`src/hdl/irn_pkg.sv`:
```
// ----------------------------------------------------------------------------
// irn_pkg : shared types and constants for the nearest-pixel rotator
// Register indexes, field widths, parameter defaults and the command and
// status bundles between controller and datapath.
// ----------------------------------------------------------------------------
`default_nettype none

package irn_pkg;

    localparam int SRC_MAX_SIDE_DEF = 256;
    localparam int FRAC_BITS_DEF    = 14;

    localparam int CFG_IDX_W  = 3;
    localparam int CFG_DATA_W = 16;
    localparam int TRIG_W     = 16;
    localparam int SIZE_W     = 9;
    localparam int COORD_W    = 8;
    localparam int PIX_W      = 32;

    localparam logic [CFG_IDX_W-1:0] CFG_COS   = 3'd0;
    localparam logic [CFG_IDX_W-1:0] CFG_SIN   = 3'd1;
    localparam logic [CFG_IDX_W-1:0] CFG_SRC_W = 3'd2;
    localparam logic [CFG_IDX_W-1:0] CFG_SRC_H = 3'd3;
    localparam logic [CFG_IDX_W-1:0] CFG_DST_W = 3'd4;
    localparam logic [CFG_IDX_W-1:0] CFG_DST_H = 3'd5;

    localparam logic [TRIG_W-1:0] COS_RST  = 16'h4000;
    localparam logic [TRIG_W-1:0] SIN_RST  = 16'h0000;
    localparam logic [SIZE_W-1:0] SIZE_RST = 9'd256;

    typedef struct packed {
        logic store;
        logic emit;
        logic mul;
        logic sum;
        logic map;
        logic rd;
        logic load;
    } t_irn_cmd;

    typedef struct packed {
        logic out_free;
    } t_irn_stat;

endpackage

`default_nettype wire

```
`src/hdl/irn_ctrl.sv`:
```
// ----------------------------------------------------------------------------
// irn_ctrl : sequencer for the rotator
// Accepts one beat at a time and steps an emit through the delta, multiply,
// sum, map, read and output steps of the datapath.
// ----------------------------------------------------------------------------
`default_nettype none

module irn_ctrl
    import irn_pkg::*;
(
    input  wire logic      i_clk,
    input  wire logic      i_rst_n,
    input  wire logic      i_in_valid,
    input  wire logic      i_func,
    input  wire t_irn_stat i_stat,
    output logic           o_in_stall,
    output t_irn_cmd       o_cmd
);

    localparam logic [2:0] S_IDLE = 3'd0;
    localparam logic [2:0] S_MUL  = 3'd1;
    localparam logic [2:0] S_SUM  = 3'd2;
    localparam logic [2:0] S_MAP  = 3'd3;
    localparam logic [2:0] S_READ = 3'd4;
    localparam logic [2:0] S_OUT  = 3'd5;

    logic [2:0] r_state;
    logic [2:0] n_state;

    always_comb begin
        n_state = r_state;
        o_cmd   = '0;
        unique case (r_state)
            S_IDLE: begin
                o_cmd.store = i_in_valid && !i_func;
                o_cmd.emit  = i_in_valid && i_func;
                if (i_in_valid && i_func) begin
                    n_state = S_MUL;
                end
            end
            S_MUL: begin
                o_cmd.mul = 1'b1;
                n_state   = S_SUM;
            end
            S_SUM: begin
                o_cmd.sum = 1'b1;
                n_state   = S_MAP;
            end
            S_MAP: begin
                o_cmd.map = 1'b1;
                n_state   = S_READ;
            end
            S_READ: begin
                o_cmd.rd = 1'b1;
                n_state  = S_OUT;
            end
            S_OUT: begin
                if (i_stat.out_free) begin
                    o_cmd.load = 1'b1;
                    n_state    = S_IDLE;
                end
            end
            default: n_state = S_IDLE;
        endcase
    end

    always_ff @(posedge i_clk) begin
        if (!i_rst_n) begin
            r_state <= S_IDLE;
        end else begin
            r_state <= n_state;
        end
    end

    assign o_in_stall = (r_state != S_IDLE);

endmodule

`default_nettype wire

```
`config.mk`:
```
export PLATFORM = sky130hd
export DESIGN_NAME = irn_ctrl
export DESIGN_NICKNAME = d
export VERILOG_FILES = /design/src/hdl/irn_pkg.sv /design/src/hdl/irn_ctrl.sv
export SDC_FILE = /design/constraint.sdc
export NUM_CORES = 1
export LEC_CHECK = 0
export BUFFER_PORTS_ARGS = -buffer_cell sky130_fd_sc_hd__buf_2
export CAP_MARGIN = 20
export CORE_AREA = 3 3 40 42
export DETAILED_ROUTE_END_ITERATION = 8
export DIE_AREA = 0 0 43 45
export PLACE_DENSITY = 0.36
export REMOVE_ABC_BUFFERS = 1
export SLEW_MARGIN = 25
export SYNTH_ARGS = -nofsm -noshare
export SYNTH_HDL_FRONTEND = slang
export SYNTH_SLANG_ARGS = --single-unit
```
`constraint.sdc`:
```
create_clock -name i_clk -period 0.9 [get_ports i_clk]
set_clock_uncertainty 0.1 [all_clocks]
set_input_delay 0.135 -clock i_clk [delete_from_list [all_inputs] [get_ports i_clk]]
set_output_delay 0.135 -clock i_clk [all_outputs]
set_load 0.05 [all_outputs]
```
==> summary.txt <==
Route
  – Avg WL per Cell: 13.19 microns
  – Post-Route WL: 897 microns
  – Router iterations before antenna repair: 2
  – Final ANT Viol Nets: 0
  – Initial DRC count: 2
  – DRC Markers: 0
  – Vias: 294
  – Number of vias per cell: 4.324

STA
  – Highest clock rate: 706.0 MHz
  – Final period util: 157.4%
  – RSZ-0062 raised after global routing: yes
  – Relative slew slack: 87.64%
  – Setup violators final: 11
  – Final worst slack: -0.5164 ns
  – Final slew viol count: 0
  – Tightest Pin Transition: 0.1847 ns
  – Final min period: 1.416 ns
  – Hold Violations, Final: 0
  – Hold_ws: 0.05005 ns

Synthesis
  – Post-synth cell types: 16
  – Post-Syn Area per Cell: 7.461 sq um
  – Top cells by area, synth: dfxtp_1 30%, nand2_1 7.5%, nor2_1 7.5%
  – Largest family of logic cells by synthesized area: simple AND/OR/NAND/NOR gates
  – Register area share after synthesis: 29.81%
  – Mapped cell area: 201.4 sq um
  – Most used DFF post-synth: dfxtp_1
  – Syn. warnings: 0
  – Post-synthesis xor/xnor area fraction: 4.348%
  – Simple-Gate Fraction of Synth Area: 40.37%
  – Post-Syn Instances: 27
  – Number of synthesized flops with an enable pin: 0
  – Async set-reset flop share out of synthesis: 0%
  – Mux share of post-synthesis cell area: 0%
  – Yosys top cell by area: dfxtp_1
  – Post-synthesis register bit count: 3
  – Top cells by count, synth: 4 x nand2_1, 4 x nor2_1, 3 x dfxtp_1
  – Adder-cell share of the synthesized area: 0%
  – Synth Area in Compound Gates: 11.18%
  – Share of Yosys cell area claimed by the top area cell type: 29.81%

Layout
  – Sequential cell area: 71.32 sq um
  – Layout fillers: 131
  – Fraction of layout cells with a size suffix above 1: 84.91%
  – Synthesis-to-layout area growth: 205.0%
  – # diodes: 0
  – Area of the multi-input gates: 203.9 sq um
  – Final Non-Filler Cells: 68
  – Max reg flops: 3
  – Fin nets: 59
  – Largest reg by FF count: r_state
  – Largest regs: r_state (3)

Global routing
  – Initial antenna violation count: 0
  – Largest net degree at the start of global routing: 7
  – Grt ovf: 0
  – First-pass GRT wire length: 1352 microns
  – Total track usage: 9.734%
  – Vias in the first global route: 308

Clock tree
  – Sink Count: 3
  – TritonCTS clock tree: built
  – Worst skew pair latency: 0.23 ns
  – Hold_buf cts: 0
  – Root buf cell: clkbuf_4
  – Clock slew at reported path FFs: 0.03 ns
  – Deepest clock path buffer count: 2
  – Number of CTS-inserted buffers: 3
  – H-tree levels: 1

Place
  – Post-Place Setup Slack: -0.3828 ns
  – Post-Place Cells: 56
  – Dpl hpwl: 458.9 microns
  – Final GP Congestion: 0.6911
  – Port Buffer Count: 12

Outcome
  – Status: finished, violations left
  – Failing checks: negative setup slack

Worst setup path
  – Startpoint type of the worst setup path: flip-flop
  – Crit Path Category: reg -> out
  – Critical path cell sequence: nor3_4, nand2_1, nor2_1, buf_6
  – CP Capture Type: output port
  – Crit-path max cell delay: 0.35 ns
  – Crit-path max FO: 3
  – Crit path buffers/inverters: 1
  – Critical-path top delay cell: dfxtp_4
  – CP arrival: 1.18 ns
  – WP data required: 0.66 ns
  – CP delay by family, top: simple AND/OR/NAND/NOR gates

Pwr
  – Comb power frac: 55.7%
  – Leakage power: 0.2643 nW
  – Pint: 563.0 uW
  – Max VDD drop: 792.9 uV
  – Clock Power Share: 26.0%
  – Total power: 904.5 uW
  – Power Dens Cells: 1472 nW/um^2
  – Psw: 341.5 uW
  – Switching Share: 37.75%
  – Sequential Power Share: 18.3%

Floorplan
  – Die area: 1935 sq um
  – Starting Density: 15.68%
  – Core area: 1285 sq um
  – Die height: 45 microns
  – Die Width: 43 microns
  – Site Rows: 13
  – Io pins: 13

Worst hold path
  – Hold Path Class: in -> reg

Flow run
  – Max Cap Viol: 0
## per-layer routing
layer / GRT usage [%] / part of all wire, % / wire length, microns
met1: 10.10 / 38 / 340
met2: 17.66 / 56 / 504
met3: 3.984 / 5.8 / 52
met4: 3.614 / 0 / 0
met5: 0 / 0 / 0
## path summary, 6_finish.rpt
| path | cells after the start | end | start | slack, ns |
|---|---|---|---|---|
| setup / recovery | 4 | o_cmd[6] | r_state[1] | -0.52 |
| setup reg to reg | 5 | r_state[2] | r_state[2] | -0.38 |
| hold / removal | 2 | r_state[0] | i_rst_n | 0.05 |
| hold reg to reg | 3 | r_state[1] | r_state[0] | 0.58 |
## cell usage in the layout, fill, tap and decap left out, drive strengths merged
master	Yosys	routed
a21oi	1	1
a31oi	1	1
and3	1	1
and3b	1	1
buf	3	25
clkbuf	0	4
dfxtp	3	3
inv	2	2
nand2	4	4
nor2	4	4
nor2b	1	1
nor3	2	2
nor3b	2	2
o2111a	1	1
xnor2	1	1
## kinds of logic (layout without fill, tap and decap cells)
logic type,Yosys count,in the layout
AO/OA/AOI/OAI,3,3
flip-flops,3,3
XOR/XNOR,1,1
buffers and inverters,5,31
AND/OR/NAND/NOR,15,15
## power by group through the flow
stage | sequential [mW] | clock [mW] | combinational [mW]
2_1_floorplan | 0.167 | 0 | 0.172
3_3_place_gp | 0.168 | 0 | 0.250
3_5_place_dp | 0.170 | 0 | 0.254
4_1_cts | 0.171 | 0.247 | 0.400
5_1_grt | 0.167 | 0.260 | 0.529
6_report | 0.165 | 0.236 | 0.504
## through the flow
stage               utilization (%)  cell area, sq um  setup TNS, ns
floorplan                         -             180.2         -4.777
global placement              23.08             296.5         -2.648
detailed placement            23.08             296.5         -2.922
CTS                           40.12             515.5         -4.220
global route                  47.81             614.3         -5.111
finish                        47.81             614.3         -4.614
## what timing repair did
action	CTS	global route
pin swaps	6	9
endpoints found under the setup margin	11	11
gates cloned	0	0
setup buffers	6	3
resized for setup	43	14
## final cells by class
class	instances	share of cell area [%]
Tap cell	15	3.055
Multi-Input combinational cell	19	33.20
Sequential cell	3	11.61
Clock buffer	4	4.277
Timing Repair Buffer	25	45.82
Inverter	2	2.037
Note: power is estimated with default switching activity, not from simulation.
